--- config.mk ---
export PLATFORM = sky130hd
export DESIGN_NAME = bbmp_cfg
export DESIGN_NICKNAME = d
export VERILOG_FILES = /design/src/bbmp_pkg.sv /design/src/bbmp_cfg.sv
export SDC_FILE = /design/constraint.sdc
export NUM_CORES = 1
export LEC_CHECK = 0
export ABC_AREA = 1
export BUFFER_PORTS_ARGS = -buffer_cell sky130_fd_sc_hd__buf_2
export CELL_PAD_IN_SITES_DETAIL_PLACEMENT = 0
export CELL_PAD_IN_SITES_GLOBAL_PLACEMENT = 1
export CORE_ASPECT_RATIO = 1.75
export CORE_UTILIZATION = 37
export DETAILED_ROUTE_END_ITERATION = 10
export PLACE_DENSITY_LB_ADDON = 0.1
export SLEW_MARGIN = 5
export SYNTH_ARGS = -nofsm -noshare
export SYNTH_HDL_FRONTEND = slang
export SYNTH_SLANG_ARGS = --single-unit
--- constraint.sdc ---
create_clock -name clk -period 0.85 [get_ports clk]
set_input_delay 0.17 -clock clk [delete_from_list [all_inputs] [get_ports clk]]
set_output_delay 0.17 -clock clk [all_outputs]
set_load 0.03 [all_outputs]
--- src/bbmp_pkg.sv ---
// ============================================================================
// bbmp_pkg
// Shared types, codes and helpers of the base-and-bound protected memory.
// ============================================================================
package bbmp_pkg;

	// storage geometry
	localparam int MEM_DEPTH = 4096;
	localparam int WORD_BITS = 32;
	localparam int ADDR_W    = $clog2(MEM_DEPTH);

	// fixed field widths
	localparam int REG_W     = 12;
	localparam int DATA_W    = 32;
	localparam int OP_W      = 3;
	localparam int STS_W     = 2;
	localparam int CFG_IDX_W = 2;

	// width that holds address + base without wrap, and any valid address
	localparam int WIDEST = (WORD_BITS > REG_W) ? WORD_BITS : REG_W;
	localparam int XW     = ((WIDEST > ADDR_W) ? WIDEST : ADDR_W) + 1;

	// operation codes
	localparam logic [OP_W-1:0] OP_READ         = 3'd0;
	localparam logic [OP_W-1:0] OP_WRITE        = 3'd1;
	localparam logic [OP_W-1:0] OP_REG_READ     = 3'd2;
	localparam logic [OP_W-1:0] OP_REG_WRITE    = 3'd3;
	localparam logic [OP_W-1:0] OP_DIRECT_READ  = 3'd4;
	localparam logic [OP_W-1:0] OP_DIRECT_WRITE = 3'd5;
	localparam logic [OP_W-1:0] OP_SET_MODE     = 3'd6;

	// status codes
	localparam logic [STS_W-1:0] STS_OK      = 2'd0;
	localparam logic [STS_W-1:0] STS_INVALID = 2'd1;
	localparam logic [STS_W-1:0] STS_BOUND   = 2'd2;
	localparam logic [STS_W-1:0] STS_PRIV    = 2'd3;

	// configuration register indexes
	localparam logic [CFG_IDX_W-1:0] CFG_RAM_SIZE       = 2'd0;
	localparam logic [CFG_IDX_W-1:0] CFG_USER_SPACE_END = 2'd1;
	localparam logic [CFG_IDX_W-1:0] CFG_BASE_SLOT      = 2'd2;
	localparam logic [CFG_IDX_W-1:0] CFG_LIMIT_SLOT     = 2'd3;

	// sequencer states
	localparam int SEQ_W = 3;
	localparam logic [SEQ_W-1:0] S_CLEAR  = 3'd0;
	localparam logic [SEQ_W-1:0] S_IDLE   = 3'd1;
	localparam logic [SEQ_W-1:0] S_EXEC   = 3'd2;
	localparam logic [SEQ_W-1:0] S_XLATE  = 3'd3;
	localparam logic [SEQ_W-1:0] S_CHECK  = 3'd4;
	localparam logic [SEQ_W-1:0] S_RDATA  = 3'd5;
	localparam logic [SEQ_W-1:0] S_RESULT = 3'd6;

	typedef struct packed {
		logic [REG_W-1:0] ram_size;
		logic [REG_W-1:0] user_space_end;
		logic [REG_W-1:0] base_slot;
		logic [REG_W-1:0] limit_slot;
	} cfg_t;

	typedef struct packed {
		logic                 we;
		logic [ADDR_W-1:0]    waddr;
		logic [WORD_BITS-1:0] wdata;
		logic [ADDR_W-1:0]    raddr_a;
		logic [ADDR_W-1:0]    raddr_b;
	} mem_req_t;

	// address is 1..min(ram_size, MEM_DEPTH-1)
	function automatic logic addr_valid(logic [XW-1:0] a, logic [REG_W-1:0] ram_size);
		logic [XW-1:0] top;
		top = (XW'(ram_size) > XW'(MEM_DEPTH - 1)) ? XW'(MEM_DEPTH - 1) : XW'(ram_size);
		return (a != '0) && (a <= top);
	endfunction

endpackage

--- src/bbmp_cfg.sv ---
// ============================================================================
// bbmp_cfg
// Configuration register file, write-only.
// ============================================================================
module bbmp_cfg (
	input  logic                           clk,
	input  logic                           arst_n,
	input  logic                           wr_en,
	input  logic [bbmp_pkg::CFG_IDX_W-1:0] index,
	input  logic [bbmp_pkg::REG_W-1:0]     wdata,
	output bbmp_pkg::cfg_t                 cfg
);

	bbmp_pkg::cfg_t cfg_q;

	always_ff @(posedge clk or negedge arst_n) begin
		if (!arst_n) begin
			cfg_q.ram_size       <= 12'd4095;
			cfg_q.user_space_end <= 12'd16;
			cfg_q.base_slot      <= 12'd17;
			cfg_q.limit_slot     <= 12'd18;
		end else if (wr_en) begin
			case (index)
				bbmp_pkg::CFG_RAM_SIZE:       cfg_q.ram_size       <= wdata;
				bbmp_pkg::CFG_USER_SPACE_END: cfg_q.user_space_end <= wdata;
				bbmp_pkg::CFG_BASE_SLOT:      cfg_q.base_slot      <= wdata;
				bbmp_pkg::CFG_LIMIT_SLOT:     cfg_q.limit_slot     <= wdata;
				default: ;
			endcase
		end
	end

	assign cfg = cfg_q;

endmodule

==> impl_metrics.csv <==
group,metric,value,unit
timing,worst_slack,-0.311,ns
setup_path,crit_chain,"buf_6",
cells_and_area,diodes,0,
cells_and_area,nFillCells,506,
min_path,min_path_type,"input pin to flop",
timing,final.period_utilization,137,%
cells_and_area,layout-drive-gt1-share,44.2,%
logic_synthesis,yosysSeqAreaShare,58.7,%
floorplan,core_region_area,5340,um2
timing,finalHoldViolations,0,
logic_synthesis,synthesis.nets,235,
clocking,clk_pin_slew_worst_paths,0.09,ns
routing,wl_per_cell,14.7,um
setup_path,path_buf_inv,1,
power_and_ir_drop,pwr-share-seq,43.7,%
cells_and_area,final_cells,393,
global_routing,grt_max_degree,49,
global_routing,globalRouteOverflowTotal,0,
floorplan,rows,35,
cells_and_area,ff_latch_area,1220,um2
global_routing,grt_usage,21.3,%
setup_path,crit_path_start_kind,"flop",
logic_synthesis,synth_top_cell_by_area,"dfrtp_1",
cells_and_area,multi_input_area,702,um2
logic_synthesis,syn_avg_cell_area,9.54,um2
global_routing,antenna_found_initial,0,
logic_synthesis,synthesis.area,2080,um2
cells_and_area,largest_register_ffs,48,
routing,wl,5780,um
power_and_ir_drop,p_per_area,2180,nW/um2
setup_path,critPathCaptureType,"primary output",
routing,drc,0,
power_and_ir_drop,switching_share,34.7,%
routing,ant_nets,0,
routing,via_per_inst,4.87,
global_routing,grt_first_pass_wirelength,9430,um
clocking,clock_sinks,48,
timing,finalClockSkew,0,ns
floorplan,dieWidth,58.7,um
timing,worst_pin_slew,0.273,ns
power_and_ir_drop,p_leak,1.65,nW
clocking,cts_tree,"done",
logic_synthesis,synthDistinctLibCells,12,
power_and_ir_drop,net-switching-power,2.40,mW
clocking,clock_path_buffers,2,
floorplan,boundaryPins,65,
timing,hold_ws,0.132,ns
setup_path,required,0.68,ns
power_and_ir_drop,internal_power,4.51,mW
power_and_ir_drop,p_comb_share,37.1,%
timing,final.setup.tns,-10.18,ns
setup_path,cpMaxStageDelayCell,"dfstp_2",
logic_synthesis,synth_top_area_share,37.3,%
clocking,htreeDepth,2,
floorplan,die-area,5940,um2
setup_path,cp_max_fo,2,
routing,drt_iter0_markers,107,
global_routing,grt_pass1_vias,1936,
timing,setup_viol_count_final,50,
run,cap_viol_max_count,0,
logic_synthesis,synth_cells,218,
placement,hpwl,3950,um
power_and_ir_drop,peakVddDrop,0.957,mV
logic_synthesis,yosys_register_bits,48,
logic_synthesis,yosys_warnings,0,
timing,relSlewSlack,81.8,%
status,status,"finished with violations",
clocking,clk_latency,0.30,ns
floorplan,start_util,38.9,%
power_and_ir_drop,clock_power_share,19.2,%
routing,vias,1915,
cells_and_area,post-route-util,59.3,%
routing,dr.pass1.iters,4,
setup_path,critical_path.top_delay_family,"flip-flops",
placement,io_buffers,64,
timing,rsz0062_at_grt,"yes",
timing,drv_slew,0,
timing,period_needed,1.16,ns
setup_path,path_class,"flop to primary output",
clocking,cts_root_buffer,"clkbuf_8",
setup_path,slowest_delay,0.56,ns
cells_and_area,fin_nets,335,
placement,place_inst,361,
logic_synthesis,yosys-top-cells-area,"dfrtp_1 37%, dfstp_2 21%, nand2_1 17%",
placement,gp_congestion,0.730,
floorplan,die_y,101,um
clocking,cts_buffers,5,
timing,clock.fmax,861,MHz
status,violations,"negative setup slack",
cells_and_area,syn_to_final_growth,52.3,%
setup_path,critPathArrivalTime,0.99,ns
[cells by family (layout without fill, tap and decap cells)]
kind of cell	Yosys count	after routing	share of synthesized area, %
flops	48	48	58.7
simple gates	149	149	33.7
buf+inv	21	122	7.52
[worst reg2reg max path, cell delays in order, from the launching register on]
cell     delay (ns)
dfstp_2        0.55
buf_4          0.11
buf_6          0.08
nand2_1        0.04
nand2_1        0.07
[through the flow]
step / power [mW] / worst slack [ns] / area [um2]
5_1_grt: 7.24 / -0.336 / 3170
3_5_place_dp: 4.84 / -0.156 / 2600
3_3_place_gp: 4.83 / -0.136 / 2600
2_1_floorplan: 4.18 / 0.0408 / 2080
4_1_cts: 6.85 / -0.322 / 3090
6_report: 6.91 / -0.311 / 3170
[power groups by stage]
| stage | clock network (mW) | registers (mW) | logic, mW |
|---|---|---|---|
| 3_3_place_gp | 0 | 2.97 | 1.86 |
| 5_1_grt | 1.43 | 3.06 | 2.75 |
| 4_1_cts | 1.38 | 3.02 | 2.46 |
| 2_1_floorplan | 0 | 3.72 | 0.462 |
| 3_5_place_dp | 0 | 2.97 | 1.87 |
| 6_report | 1.33 | 3.02 | 2.56 |
[worst paths after layout]
kind                       startpoint       to  slack, ns  cells after the start
min in group asynchronous      arst_n  cfg[32]       0.39                      3
max in group asynchronous      arst_n   cfg[1]       0.16                      3
setup reg to reg              cfg[47]  cfg[47]      -0.05                      4
hold reg to reg               cfg[45]  cfg[45]       0.47                      2
hold / removal               wdata[1]  cfg[37]       0.13                      3
setup / recovery              cfg[43]  cfg[43]      -0.31                      1
[area by class of cell]
| cell class | count | area share [%] |
|---|---|---|
| sequential | 48 | 38.6 |
| inverter | 2 | 0.237 |
| clock inverter | 1 | 0.158 |
| multi-input combinational | 149 | 22.2 |
| tap | 74 | 2.92 |
| timing repair buffer | 112 | 33.5 |
| clock buffer | 7 | 2.41 |
[Yosys cell counts]
library cell,instances
nand3_2,3
nand2_1,96
nand3_1,12
nand2_2,1
buf_2,8
dfrtp_1,31
buf_4,4
inv_2,2
dfstp_2,17
nand4_1,36
nor2_8,1
buf_6,7
[repair_timing]
item | CTS | global route
endpoints found under the hold margin | 31 | 0
pin swaps | 0 | 1
gates cloned | 0 | 0
hold buffers | 1 | 0
setup buffers | 13 | 10
gates resized for setup | 96 | 1
endpoints found under the setup margin | 48 | 49
[cells in the final DEF (no fill, tap or decap)]
master         count
buf_12             6
clkbuf_1           2
nand2_2            1
buf_6             49
nand4_1           36
nor2_8             1
nand3_2            3
inv_2              2
clkbuf_8           5
clkinv_2           1
buf_4             40
nand3_1           12
buf_2             16
dlygate4sd3_1      1
dfstp_2           17
dfrtp_1           31
nand2_1           96
[layer usage]
layer	up-vias	GRT usage (%)	routed length, um
met5	-	0	0
met4	0	6.96	79
met3	5	3.07	306
met2	72	37.4	3130
met1	913	26.6	2260
li1	925	-	-
Note: power is estimated with default switching activity, not from simulation.
