<file path="src/bbmp_pkg.sv">
// ============================================================================
// bbmp_pkg
// Shared types, codes and helpers of the base-and-bound protected memory.
// ============================================================================
package bbmp_pkg;

	// storage geometry
	localparam int MEM_DEPTH = 4096;
	localparam int WORD_BITS = 32;
	localparam int ADDR_W    = $clog2(MEM_DEPTH);

	// fixed field widths
	localparam int REG_W     = 12;
	localparam int DATA_W    = 32;
	localparam int OP_W      = 3;
	localparam int STS_W     = 2;
	localparam int CFG_IDX_W = 2;

	// width that holds address + base without wrap, and any valid address
	localparam int WIDEST = (WORD_BITS > REG_W) ? WORD_BITS : REG_W;
	localparam int XW     = ((WIDEST > ADDR_W) ? WIDEST : ADDR_W) + 1;

	// operation codes
	localparam logic [OP_W-1:0] OP_READ         = 3'd0;
	localparam logic [OP_W-1:0] OP_WRITE        = 3'd1;
	localparam logic [OP_W-1:0] OP_REG_READ     = 3'd2;
	localparam logic [OP_W-1:0] OP_REG_WRITE    = 3'd3;
	localparam logic [OP_W-1:0] OP_DIRECT_READ  = 3'd4;
	localparam logic [OP_W-1:0] OP_DIRECT_WRITE = 3'd5;
	localparam logic [OP_W-1:0] OP_SET_MODE     = 3'd6;

	// status codes
	localparam logic [STS_W-1:0] STS_OK      = 2'd0;
	localparam logic [STS_W-1:0] STS_INVALID = 2'd1;
	localparam logic [STS_W-1:0] STS_BOUND   = 2'd2;
	localparam logic [STS_W-1:0] STS_PRIV    = 2'd3;

	// configuration register indexes
	localparam logic [CFG_IDX_W-1:0] CFG_RAM_SIZE       = 2'd0;
	localparam logic [CFG_IDX_W-1:0] CFG_USER_SPACE_END = 2'd1;
	localparam logic [CFG_IDX_W-1:0] CFG_BASE_SLOT      = 2'd2;
	localparam logic [CFG_IDX_W-1:0] CFG_LIMIT_SLOT     = 2'd3;

	// sequencer states
	localparam int SEQ_W = 3;
	localparam logic [SEQ_W-1:0] S_CLEAR  = 3'd0;
	localparam logic [SEQ_W-1:0] S_IDLE   = 3'd1;
	localparam logic [SEQ_W-1:0] S_EXEC   = 3'd2;
	localparam logic [SEQ_W-1:0] S_XLATE  = 3'd3;
	localparam logic [SEQ_W-1:0] S_CHECK  = 3'd4;
	localparam logic [SEQ_W-1:0] S_RDATA  = 3'd5;
	localparam logic [SEQ_W-1:0] S_RESULT = 3'd6;

	typedef struct packed {
		logic [REG_W-1:0] ram_size;
		logic [REG_W-1:0] user_space_end;
		logic [REG_W-1:0] base_slot;
		logic [REG_W-1:0] limit_slot;
	} cfg_t;

	typedef struct packed {
		logic                 we;
		logic [ADDR_W-1:0]    waddr;
		logic [WORD_BITS-1:0] wdata;
		logic [ADDR_W-1:0]    raddr_a;
		logic [ADDR_W-1:0]    raddr_b;
	} mem_req_t;

	// address is 1..min(ram_size, MEM_DEPTH-1)
	function automatic logic addr_valid(logic [XW-1:0] a, logic [REG_W-1:0] ram_size);
		logic [XW-1:0] top;
		top = (XW'(ram_size) > XW'(MEM_DEPTH - 1)) ? XW'(MEM_DEPTH - 1) : XW'(ram_size);
		return (a != '0) && (a <= top);
	endfunction

endpackage

</file>
<file path="src/bbmp_req_if.sv">
// ============================================================================
// bbmp_req_if
// Request channel: one access item with valid/ready handshake.
// ============================================================================
interface bbmp_req_if;
	logic                           valid;
	logic                           ready;
	logic [bbmp_pkg::OP_W-1:0]      operation;
	logic [bbmp_pkg::REG_W-1:0]     address;
	logic [bbmp_pkg::DATA_W-1:0]    write_data;
	logic                           kernel_request;

	modport source (output valid, output operation, output address,
		output write_data, output kernel_request, input ready);
	modport sink (input valid, input operation, input address,
		input write_data, input kernel_request, output ready);
endinterface

</file>
<file path="src/bbmp_rsp_if.sv">
// ============================================================================
// bbmp_rsp_if
// Response channel: read data, status and mode for each item.
// ============================================================================
interface bbmp_rsp_if;
	logic                          valid;
	logic                          ready;
	logic [bbmp_pkg::DATA_W-1:0]   read_data;
	logic [bbmp_pkg::STS_W-1:0]    status;
	logic                          kernel_now;

	modport source (output valid, output read_data, output status,
		output kernel_now, input ready);
	modport sink (input valid, input read_data, input status,
		input kernel_now, output ready);
endinterface

</file>
<file path="src/bbmp_seq.sv">
// ============================================================================
// bbmp_seq
// Access sequencer: clearing pass, mode checks, relocation, result register.
// ============================================================================
module bbmp_seq (
	input  logic                              clk,
	input  logic                              arst_n,
	input  bbmp_pkg::cfg_t                    cfg,
	bbmp_req_if.sink                          request,
	bbmp_rsp_if.source                        response,
	output bbmp_pkg::mem_req_t                mem_req,
	input  logic [bbmp_pkg::WORD_BITS-1:0]    rdata_a,
	input  logic [bbmp_pkg::WORD_BITS-1:0]    rdata_b
);

	logic [bbmp_pkg::SEQ_W-1:0]     state_q;
	logic [bbmp_pkg::ADDR_W-1:0]    clr_q;
	logic                           kernel_q;
	logic                           out_valid_q;

	// held item
	logic [bbmp_pkg::OP_W-1:0]      op_q;
	logic [bbmp_pkg::REG_W-1:0]     addr_q;
	logic [bbmp_pkg::WORD_BITS-1:0] wd_q;
	logic                           kreq_q;

	// relocation
	logic [bbmp_pkg::XW-1:0]        t_q;
	logic [bbmp_pkg::WORD_BITS-1:0] limit_q;

	// pending and presented result
	logic [bbmp_pkg::DATA_W-1:0]    res_rd_q;
	logic [bbmp_pkg::STS_W-1:0]     res_sts_q;
	logic [bbmp_pkg::DATA_W-1:0]    out_rd_q;
	logic [bbmp_pkg::STS_W-1:0]     out_sts_q;
	logic                           out_kn_q;

	logic                           ex_access;
	logic                           ex_reloc;
	logic [bbmp_pkg::STS_W-1:0]     ex_sts;
	logic [bbmp_pkg::ADDR_W-1:0]    ex_idx;
	logic                           in_window;
	logic                           a_valid;
	logic                           is_write;
	logic                           is_read;
	logic [bbmp_pkg::STS_W-1:0]     chk_sts;
	logic                           chk_ok;
	logic                           out_free;

	assign is_write = (op_q == bbmp_pkg::OP_WRITE) || (op_q == bbmp_pkg::OP_REG_WRITE) ||
		(op_q == bbmp_pkg::OP_DIRECT_WRITE);
	assign is_read  = (op_q == bbmp_pkg::OP_READ) || (op_q == bbmp_pkg::OP_REG_READ) ||
		(op_q == bbmp_pkg::OP_DIRECT_READ);
	assign out_free = !out_valid_q || response.ready;

	// decode of the held item
	always_comb begin
		ex_access = 1'b0;
		ex_reloc  = 1'b0;
		ex_sts    = bbmp_pkg::STS_OK;
		ex_idx    = bbmp_pkg::ADDR_W'(addr_q);
		in_window = (addr_q != '0) && (addr_q <= cfg.user_space_end);
		a_valid   = bbmp_pkg::addr_valid(bbmp_pkg::XW'(addr_q), cfg.ram_size);
		case (op_q)
			bbmp_pkg::OP_READ, bbmp_pkg::OP_WRITE: begin
				if (kernel_q) begin
					if (a_valid) ex_access = 1'b1;
					else ex_sts = bbmp_pkg::STS_INVALID;
				end else if (in_window) begin
					ex_access = 1'b1;
				end else begin
					ex_reloc = 1'b1;
				end
			end
			bbmp_pkg::OP_REG_READ, bbmp_pkg::OP_REG_WRITE: begin
				if (!kernel_q && (addr_q > cfg.user_space_end)) ex_sts = bbmp_pkg::STS_PRIV;
				else if (!a_valid) ex_sts = bbmp_pkg::STS_INVALID;
				else ex_access = 1'b1;
			end
			bbmp_pkg::OP_DIRECT_READ, bbmp_pkg::OP_DIRECT_WRITE: begin
				if (!a_valid) ex_sts = bbmp_pkg::STS_INVALID;
				else ex_access = 1'b1;
			end
			default: ;
		endcase
	end

	// bound then range check of the translated address
	always_comb begin
		if (t_q > bbmp_pkg::XW'(limit_q)) chk_sts = bbmp_pkg::STS_BOUND;
		else if (!bbmp_pkg::addr_valid(t_q, cfg.ram_size)) chk_sts = bbmp_pkg::STS_INVALID;
		else chk_sts = bbmp_pkg::STS_OK;
		chk_ok = (chk_sts == bbmp_pkg::STS_OK);
	end

	// memory port
	always_comb begin
		mem_req.we      = 1'b0;
		mem_req.waddr   = ex_idx;
		mem_req.wdata   = wd_q;
		mem_req.raddr_a = ex_idx;
		mem_req.raddr_b = bbmp_pkg::ADDR_W'(cfg.limit_slot);
		case (state_q)
			bbmp_pkg::S_CLEAR: begin
				mem_req.we    = 1'b1;
				mem_req.waddr = clr_q;
				mem_req.wdata = '0;
			end
			bbmp_pkg::S_EXEC: begin
				mem_req.we = ex_access && is_write;
				if (ex_reloc) mem_req.raddr_a = bbmp_pkg::ADDR_W'(cfg.base_slot);
			end
			bbmp_pkg::S_CHECK: begin
				mem_req.we      = chk_ok && is_write;
				mem_req.waddr   = bbmp_pkg::ADDR_W'(t_q);
				mem_req.raddr_a = bbmp_pkg::ADDR_W'(t_q);
			end
			default: ;
		endcase
	end

	// control
	always_ff @(posedge clk or negedge arst_n) begin
		if (!arst_n) begin
			state_q     <= bbmp_pkg::S_CLEAR;
			clr_q       <= '0;
			kernel_q    <= 1'b1;
			out_valid_q <= 1'b0;
		end else begin
			// a new result takes the register as the old one leaves
			if ((state_q == bbmp_pkg::S_RESULT) && out_free) begin
				out_valid_q <= 1'b1;
			end else if (response.ready) begin
				out_valid_q <= 1'b0;
			end
			case (state_q)
				bbmp_pkg::S_CLEAR: begin
					clr_q <= clr_q + 1'b1;
					if (clr_q == bbmp_pkg::ADDR_W'(bbmp_pkg::MEM_DEPTH - 1)) begin
						state_q <= bbmp_pkg::S_IDLE;
					end
				end
				bbmp_pkg::S_IDLE: begin
					if (request.valid) state_q <= bbmp_pkg::S_EXEC;
				end
				bbmp_pkg::S_EXEC: begin
					if (op_q == bbmp_pkg::OP_SET_MODE) kernel_q <= kreq_q;
					if (ex_reloc) state_q <= bbmp_pkg::S_XLATE;
					else if (ex_access && is_read) state_q <= bbmp_pkg::S_RDATA;
					else state_q <= bbmp_pkg::S_RESULT;
				end
				bbmp_pkg::S_XLATE: begin
					state_q <= bbmp_pkg::S_CHECK;
				end
				bbmp_pkg::S_CHECK: begin
					if (chk_ok && is_read) state_q <= bbmp_pkg::S_RDATA;
					else state_q <= bbmp_pkg::S_RESULT;
				end
				bbmp_pkg::S_RDATA: begin
					state_q <= bbmp_pkg::S_RESULT;
				end
				bbmp_pkg::S_RESULT: begin
					if (out_free) begin
						state_q <= bbmp_pkg::S_IDLE;
					end
				end
				default: state_q <= bbmp_pkg::S_IDLE;
			endcase
		end
	end

	// payload
	always_ff @(posedge clk) begin
		case (state_q)
			bbmp_pkg::S_IDLE: begin
				if (request.valid) begin
					op_q   <= request.operation;
					addr_q <= request.address;
					wd_q   <= bbmp_pkg::WORD_BITS'(request.write_data);
					kreq_q <= request.kernel_request;
				end
			end
			bbmp_pkg::S_EXEC: begin
				res_rd_q  <= '0;
				res_sts_q <= ex_sts;
			end
			bbmp_pkg::S_XLATE: begin
				t_q     <= bbmp_pkg::XW'(addr_q) + bbmp_pkg::XW'(rdata_a);
				limit_q <= rdata_b;
			end
			bbmp_pkg::S_CHECK: begin
				res_rd_q  <= '0;
				res_sts_q <= chk_sts;
			end
			bbmp_pkg::S_RDATA: begin
				res_rd_q <= bbmp_pkg::DATA_W'(rdata_a);
			end
			bbmp_pkg::S_RESULT: begin
				if (out_free) begin
					out_rd_q  <= res_rd_q;
					out_sts_q <= res_sts_q;
					out_kn_q  <= kernel_q;
				end
			end
			default: ;
		endcase
	end

	assign request.ready       = (state_q == bbmp_pkg::S_IDLE);
	assign response.valid      = out_valid_q;
	assign response.read_data  = out_rd_q;
	assign response.status     = out_sts_q;
	assign response.kernel_now = out_kn_q;

endmodule

</file>
<file path="src/flat_wrapper.sv">
// flat-port wrapper written by rule: the top's interface ports become plain ports
module bbmp_seq_flat 
  (clk, arst_n, cfg, mem_req, rdata_a, rdata_b, request_valid, request_operation, request_address, request_write_data, request_kernel_request, request_ready, response_valid, response_read_data, response_status, response_kernel_now, response_ready);
  bbmp_req_if request_i ();
  bbmp_rsp_if response_i ();
  input  logic clk;
  input  logic arst_n;
  input  bbmp_pkg::cfg_t cfg;
  output bbmp_pkg::mem_req_t mem_req;
  input  logic [bbmp_pkg::WORD_BITS-1:0] rdata_a;
  input  logic [bbmp_pkg::WORD_BITS-1:0] rdata_b;
  input wire logic [$bits(request_i.valid)-1:0] request_valid;
  input wire logic [$bits(request_i.operation)-1:0] request_operation;
  input wire logic [$bits(request_i.address)-1:0] request_address;
  input wire logic [$bits(request_i.write_data)-1:0] request_write_data;
  input wire logic [$bits(request_i.kernel_request)-1:0] request_kernel_request;
  output wire logic [$bits(request_i.ready)-1:0] request_ready;
  output wire logic [$bits(response_i.valid)-1:0] response_valid;
  output wire logic [$bits(response_i.read_data)-1:0] response_read_data;
  output wire logic [$bits(response_i.status)-1:0] response_status;
  output wire logic [$bits(response_i.kernel_now)-1:0] response_kernel_now;
  input wire logic [$bits(response_i.ready)-1:0] response_ready;
  assign request_i.valid = request_valid;
  assign request_i.operation = request_operation;
  assign request_i.address = request_address;
  assign request_i.write_data = request_write_data;
  assign request_i.kernel_request = request_kernel_request;
  assign request_ready = request_i.ready;
  assign response_valid = response_i.valid;
  assign response_read_data = response_i.read_data;
  assign response_status = response_i.status;
  assign response_kernel_now = response_i.kernel_now;
  assign response_i.ready = response_ready;
  bbmp_seq u_core (.clk(clk), .arst_n(arst_n), .cfg(cfg), .request(request_i), .response(response_i), .mem_req(mem_req), .rdata_a(rdata_a), .rdata_b(rdata_b));
endmodule
</file>
<file path="config.mk">
export PLATFORM = sky130hd
export DESIGN_NAME = bbmp_seq_flat
export DESIGN_NICKNAME = d
export VERILOG_FILES = /design/src/bbmp_pkg.sv /design/src/bbmp_req_if.sv /design/src/bbmp_rsp_if.sv /design/src/bbmp_seq.sv /design/src/flat_wrapper.sv
export SDC_FILE = /design/constraint.sdc
export NUM_CORES = 1
export LEC_CHECK = 0
export BUFFER_PORTS_ARGS = -buffer_cell sky130_fd_sc_hd__buf_2
export CORE_MARGIN = 2
export CORE_UTILIZATION = 40
export CTS_BUF_LIST = sky130_fd_sc_hd__clkbuf_8 sky130_fd_sc_hd__clkbuf_16
export DETAILED_ROUTE_END_ITERATION = 10
export PLACE_DENSITY = 0.71
export SETUP_SLACK_MARGIN = 0.5
export SLEW_MARGIN = 20
export SYNTH_ARGS = -nofsm -noshare
export SYNTH_HDL_FRONTEND = slang
export SYNTH_SLANG_ARGS = --single-unit
</file>
<file path="constraint.sdc">
create_clock -name clk -period 3.9 [get_ports clk]
set_input_delay 0.585 -clock clk [delete_from_list [all_inputs] [get_ports clk]]
set_output_delay 0.585 -clock clk [all_outputs]
set_load 0.1 [all_outputs]
</file>
==> summary.md, run 1 <==
| Metric | Value |
|---|---|
| Run status | finished, final reports clean |
| Min setup slack post-route | 334 ps |
| RSZ-0062 raised after global routing | true |
| GPL Wtd Cong | 0.859 |
| HPWL after detailed placement | 20.6 mm |
| Root Driver | clkbuf_16 |
| Number of fill cells | 2183 |
| Crit path top cell by count | buf_12 |
| CTS Hold Buffers Added | 0 |
| Slew headroom | 54.0% |
| Commonest cells in the netlist | 182 x edfxtp_1, 81 x ha_1, 69 x inv_1 |
| # rows | 58 |
| Ys async rst share | 8.54% |
| First drt pass iteration count | 5 |
| Synthesis-to-finish area growth | 28.2% |
| Post-Place Setup Slack | 287 ps |
| Post-synth cell types | 56 |
| Fin Hold WS | 81.7 ps |
| Crit path cell chain | buf_4 -> buf_6 -> nor4_1 -> and3_1 -> o2111a_2 -> a21oi_4 -> buf_12 -> a221o_2 -> buf_12 |
| Arr. time, crit path | 2980 ps |
| Initial Util | 40.6% |
| Share of the synthesized area in the top cell type | 53.8% |
| Max Cap Viol | 0 |
| Via count | 7547 |
| Most frequent cell after synthesis | edfxtp_1 |
| Setup TNS | 0 ps |
| CP peak stage delay | 520 ps |
| Synth Area in Simple Gates | 14.2% |
| Clock transition at the registers of the reported paths | 80 ps |
| Cts bufs inserted | 17 |
| Sequential share of the synthesized area | 57.9% |
| Antenna violations before repair | 3 |
| DRT Wirelength | 27.7 mm |
| CTS tree | yes |
| Main synth FF type | edfxtp_1 |
| Synth Register Bits | 199 |
| Overall die width | 163 um |
| Post-synthesis instance total | 837 |
| FF+latch area | 5890 um2 |
| Die height | 163 um |
| Net count reported at finish | 1354 |
| Clock Skews | 15.3 ps |
| IO buf count | 245 |
| 1st-iter DRT viols | 550 |
| Synth area leaders | edfxtp_1 54%, ha_1 10%, dfrtp_1 3.9% |
| Final setup viols | 0 |
| Crit-path leading delay family | compound AO/OA/AOI/OAI gates |
| Setup CP Type | register to output pin |
| Worst Setup End Kind | output pin |
| DR WL/cell | 19.0 um |
| Xor and xnor area share after synthesis | 3.53% |
| # IOs | 270 |
| Post-Synth Adder-Cell Area | 10.2% |
| Startpoint Class | register |
| HP Class | input port to asynchronous set/reset pin |
| Critical path required time | 3310 ps |
| Leading area contributor after synthesis | edfxtp_1 |
| Crit-path slowest cell | edfxtp_1 |
| Gr usage total | 20.5% |
| Max Fclk | 280 MHz |
| Multi-input gate area | 4090 um2 |
| Post-route ant nets | 0 |
| CORE AREA | 25000 um2 |
| Multiplexer share of the synthesized area | 1.29% |
| Pwr dens | 801 nW/um2 |
| Via-per-instance ratio | 5.19 |
| Global-route wire length before repair | 40.9 mm |
| CP bufs+invs | 4 |
| CTS sink count | 199 |
| Reg2Reg Depth | 8 |
| Drt drc | 0 |
| Vias in the first global route | 7393 |
| CP Max Fanout | 12 |
| Yosys warnings | 0 |
| WP depth | 9 |
| Clk Latency, worst-skew pair | 440 ps |
| Least-Margin Pin Slew | 689 ps |
| Max IR drop VDD | 0.000553 V |
| GRT overflow | 0 |
| Post-synth EDFFs | 182 |
| Leakage Power | 0.00560 uW |
| Clock period minus final worst setup slack | 3570 ps |
| Synthesized cell area | 10200 um2 |
| Clock Tree Buf Depth | 2 |
| H-tree Lvls | 4 |
| Largest family of logic cells by synthesized area | simple AND/OR/NAND/NOR gates |
| Final slew viol count | 0 |
| Largest net degree at the start of global routing | 49 |
| Share of cells above drive strength 1 | 33.1% |
| Die Footprint | 26700 um2 |
| Syn Nets | 1083 |
| Final hold violation count | 0 |
| Mean Syn Cell Area | 12.1 um2 |
| Complex-gate fraction of the synthesized area | 8.57% |
| Fin crit share | 91.4% |
==> path summary, 6_finish.rpt <==
path | start | slack (ps) | end
setup / recovery | u_core.addr_q[9]$_DFFE_PP_ | 330 | mem_req[15]
hold / removal | arst_n | 80 | u_core.clr_q[6]$_DFFE_PN0P_
setup reg to reg | u_core.addr_q[8]$_DFFE_PP_ | 940 | u_core.t_q[27]$_DFFE_PP_
hold reg to reg | u_core.res_rd_q[9]$_SDFFCE_PN0P_ | 420 | u_core.response.read_data[9]$_DFFE_PP_
max in group asynchronous | arst_n | 3460 | u_core.kernel_q$_DFFE_PN1P_
min in group clk | request_write_data[8] | 310 | u_core.wd_q[8]$_DFFE_PP_
==> worst reg2reg max path, delay by kind of cell (launching register included) <==
kind | cells | cell delay, ps
buf+inv | 1 | 230
flops | 1 | 510
xor+xnor | 1 | 190
fa+ha+maj | 1 | 340
simple gates | 1 | 160
compound gates | 4 | 1270
==> layout make-up <==
cell class | count | share of cell area, %
clock inverter | 15 | 1.37
timing repair buffer | 287 | 13.5
sequential | 199 | 45.2
clock buffer | 17 | 3.26
antenna | 4 | 0.0768
multi-input combinational | 533 | 31.4
tap | 330 | 3.17
inverter | 70 | 2.02
==> state kept, by name, summed over array words and instances (netlist names) <==
register                    flops
u_core.wd_q                    32
u_core.kreq_q                   1
u_core.kernel_q                 1
u_core.op_q                     3
u_core.response.status          2
u_core.limit_q                 32
u_core.state_q                  3
u_core.response.kernel_now      1
u_core.res_sts_q                2
u_core.clr_q                   12
u_core.addr_q                  12
u_core.response.valid           1
u_core.t_q                     33
u_core.response.read_data      32
u_core.res_rd_q                32
==> layer usage <==
metal	wire length, um	share of wire (%)	vias up	track usage [%]
met5	0	0	-	0
met4	762	2.8	0	8.33
met3	1510	5.4	52	3.50
met2	13200	48	289	32.7
met1	12200	44	3574	27.7
li1	-	-	3632	-
==> metrics by stage <==
step / power (uW) / area [um2] / utilization (%) / std cells
floorplan: 7400 / 10200 / - / 837
global placement: 8490 / 12100 / 48.2 / 1403
detailed placement: 8560 / 12100 / 48.2 / 1403
CTS: 10400 / 12900 / 51.4 / 1446
global route: 10900 / 13000 / 52.0 / 1454
finish: 10400 / 13000 / 52.1 / 1455
==> logic make-up after synthesis <==
group,count (synthesis)
AO/OA/AOI/OAI,130
XOR/XNOR,41
adder cells (fa/ha/maj),82
buffers and inverters,105
flip-flops,199
multiplexers,13
AND/OR/NAND/NOR,267
==> what timing repair did <==
item                                    CTS  global route
buffers inserted                         11             5
pin swaps                                22            10
resized for setup                        20            14
endpoints found under the setup margin   13            13
==> placed cells by master (no fill, tap or decap), types with 3 or more instances in the layout <==
cell,netlist,final
a211oi_1,4,3
a21o_1,8,8
clkinv_8,0,6
o211ai_1,3,3
nand2b_1,13,12
a221o_2,0,12
ha_4,0,5
nor3b_1,5,4
xor2_1,20,20
clkbuf_16,0,17
nor2_1,40,39
nor2b_1,38,38
mux2i_1,12,12
and3_1,43,41
buf_12,0,14
nand4_1,17,17
o21ai_1,7,9
buf_6,0,4
ha_1,81,76
o21a_1,4,4
inv_1,69,69
a211o_1,3,3
a21oi_1,45,35
inv_8,0,3
dfrtp_1,16,16
nor3_1,24,22
xnor2_1,21,21
nand2_1,37,37
o21ai_0,24,21
a21oi_2,1,10
diode_2,0,4
nand3_1,22,22
buf_4,12,37
edfxtp_1,182,182
buf_2,2,232
nor4_1,17,16
==> power by group <==
| part | internal (uW) | switching, uW | total, uW |
|---|---|---|---|
| registers | 3090 | 280 | 3370 |
| logic | 1220 | 4080 | 5300 |
| clock network | 867 | 891 | 1760 |
Note: power is estimated with default switching activity, not from simulation.
==> run 2, diff against run 1 <==
==> constraint.sdc (replaced) <==
create_clock -name clk -period 3.9 [get_ports clk]
set_input_delay 0.78 -clock clk [delete_from_list [all_inputs] [get_ports clk]]
set_output_delay 0.78 -clock clk [all_outputs]
set_load 0.1 [all_outputs]
==> summary.md, run 2 (synthesized netlist as in run 1, its figures left out) <==
| Metric | Value |
|---|---|
| Crit path cell chain | ha_4 -> nand4_1 -> a311oi_2 -> a2111oi_4 -> nor2_2 -> o2111a_2 -> a21oi_4 -> buf_6 -> a221o_4 -> buf_12 |
| Final slew viol count | 0 |
| Clock Tree Buf Depth | 2 |
| Root Driver | clkbuf_16 |
| Internal power | 5180 uW |
| Via-per-instance ratio | 5.19 |
| Gr usage total | 20.5% |
| CP Max Fanout | 6 |
| Number of flip-flops in the largest register | 33 |
| Clock transition at the registers of the reported paths | 80 ps |
| Leakage Power | 0.00553 uW |
| # rows | 58 |
| Critical path required time | 3120 ps |
| Largest net degree at the start of global routing | 49 |
| Crit-path leading delay family | compound AO/OA/AOI/OAI gates |
| H-tree Lvls | 4 |
| Overall die width | 163 um |
| Final hold violation count | 0 |
| Commonest non-fill, non-tap cell in the layout | buf_2 |
| Least-Margin Pin Slew | 701 ps |
| Share of cells above drive strength 1 | 34.0% |
| GRT overflow | 0 |
| HPWL after detailed placement | 20.5 mm |
| Setup CP Type | register to output pin |
| RSZ-0062 raised after global routing | true |
| Global-route wire length before repair | 41.0 mm |
| Arr. time, crit path | 3060 ps |
| CTS tree | yes |
| Initial Util | 40.6% |
| Power share of the clock group | 16.3% |
| Clock period minus final worst setup slack | 3840 ps |
| Drt drc | 0 |
| Crit-path slowest cell | edfxtp_1 |
| Via count | 7508 |
| Post-route ant nets | 0 |
| Clock Skews | 12.3 ps |
| Slew headroom | 53.2% |
| Startpoint Class | register |
| Fin crit share | 98.4% |
| CP peak stage delay | 510 ps |
| R2R setup slack | 1010 ps |
| Final setup viols | 0 |
| Largest register by flop count | u_core.t_q |
| First drt pass iteration count | 5 |
| HP Class | input port to asynchronous set/reset pin |
| Die height | 163 um |
| Most frequent cells in the layout | 232 x buf_2, 182 x edfxtp_1, 70 x ha_1, 60 x inv_1, 41 x and3_1 |
| Worst Setup End Kind | output pin |
| CORE AREA | 25000 um2 |
| Gate power share | 50.8% |
| Clk Latency, worst-skew pair | 430 ps |
| Run status | finished, final reports clean |
| # IOs | 270 |
| Cts bufs inserted | 17 |
| Fin Hold WS | 284 ps |
| Die Footprint | 26700 um2 |
| DRT Wirelength | 27.3 mm |
| Flop pwr share | 32.9% |
| Net count reported at finish | 1339 |
| Final core occ | 52.1% |
| 1st-iter DRT viols | 571 |
| Pwr dens | 800 nW/um2 |
| CTS sink count | 199 |
| GPL Wtd Cong | 0.855 |
| Sw frac | 50.4% |
| Antenna violations before repair | 11 |
| Vias in the first global route | 7615 |
| CP bufs+invs | 2 |
| IO buf count | 245 |
| Max Fclk | 261 MHz |
| Max IR drop VDD | 0.000605 V |
| Max Cap Viol | 0 |
| Switching power | 5260 uW |
| Synthesis-to-finish area growth | 28.3% |
| DR WL/cell | 18.9 um |
==> run 2: cell types whose count changed in the layout (fill, tap and decap cells not counted), moves of 3 or more <==
cell / previous run / this run
ha_1: 76 / 70
diode_2: 4 / 10
a221o_2: 12 / 9
clkinv_8: 6 / 2
inv_2: 1 / 7
inv_4: 0 / 4
buf_4: 37 / 20
a21oi_2: 10 / 13
a221o_4: 0 / 3
inv_1: 69 / 60
a21oi_1: 35 / 31
ha_4: 5 / 11
==> run 2: layout make-up <==
cell class                 instances  area, um2
fill                            2158      12000
sequential                       199       5890
multi-input combinational        533       4200
timing repair buffer             272       1670
clock buffer                      17        425
tap                              330        413
inverter                          70        280
clock inverter                    15        143
antenna                           10       25.0
==> run 2: power groups by stage <==
stage          Sequential [uW]  Combinational [uW]  Clock [uW]
2_1_floorplan             3980                3490           0
3_3_place_gp              3450                5170           0
3_5_place_dp              3470                5220           0
4_1_cts                   3430                5280        1740
5_1_grt                   3490                5580        1820
6_report                  3430                5310        1700
==> run 2: final timing paths <==
kind | startpoint | to | cells after the start
max | u_core.addr_q[7]$_DFFE_PP_ | mem_req[23] | 10
min | arst_n | u_core.clr_q[6]$_DFFE_PN0P_ | 1
max reg2reg | u_core.addr_q[8]$_DFFE_PP_ | u_core.t_q[27]$_DFFE_PP_ | 8
min reg2reg | u_core.res_rd_q[2]$_SDFFCE_PN0P_ | u_core.response.read_data[2]$_DFFE_PP_ | 0
max in group asynchronous | arst_n | u_core.state_q[2]$_DFFE_PN0P_ | 1
min in group clk | u_core.res_rd_q[2]$_SDFFCE_PN0P_ | u_core.response.read_data[2]$_DFFE_PP_ | 0
==> run 2: per-stage QoR <==
stage | TNS, ps | std cells | worst slack, ps | cell area, um2 | power [uW]
floorplan | 0 | 837 | 315 | 10500 | 7470
global placement | 0 | 1398 | 149 | 12300 | 8620
detailed placement | 0 | 1398 | 58.4 | 12300 | 8690
CTS | 0 | 1436 | 61.8 | 13000 | 10400
global route | -32.9 | 1445 | -18.8 | 13000 | 10900
finish | 0 | 1446 | 61.3 | 13000 | 10400
==> run 2: layer usage <==
layer	GRT usage, %	vias up	share of wire (%)	wire length, um
li1	-	3609	-	-
met1	26.9	3550	43	11700
met2	32.1	284	47	12800
met5	0	-	0.026	7
met3	4.77	63	6.4	1750
met4	9.98	2	3.6	976
==> run 2: worst register-to-register path, cell delays in order (launching register included) <==
cell,delay (ps)
edfxtp_1,480
buf_4,240
ha_1,350
a21o_1,190
a21oi_1,240
o21ai_0,150
a211oi_2,620
nor3_1,160
xor2_1,180
==> run 2: repair_timing <==
action | 4_1_cts | 5_1_grt
setup endpoints to repair | 18 | 13
resized for setup | 5 | 14
cloned | 1 | 0
pin swaps | 8 | 11
hold buffers | 0 | 0
buffers inserted | 5 | 0
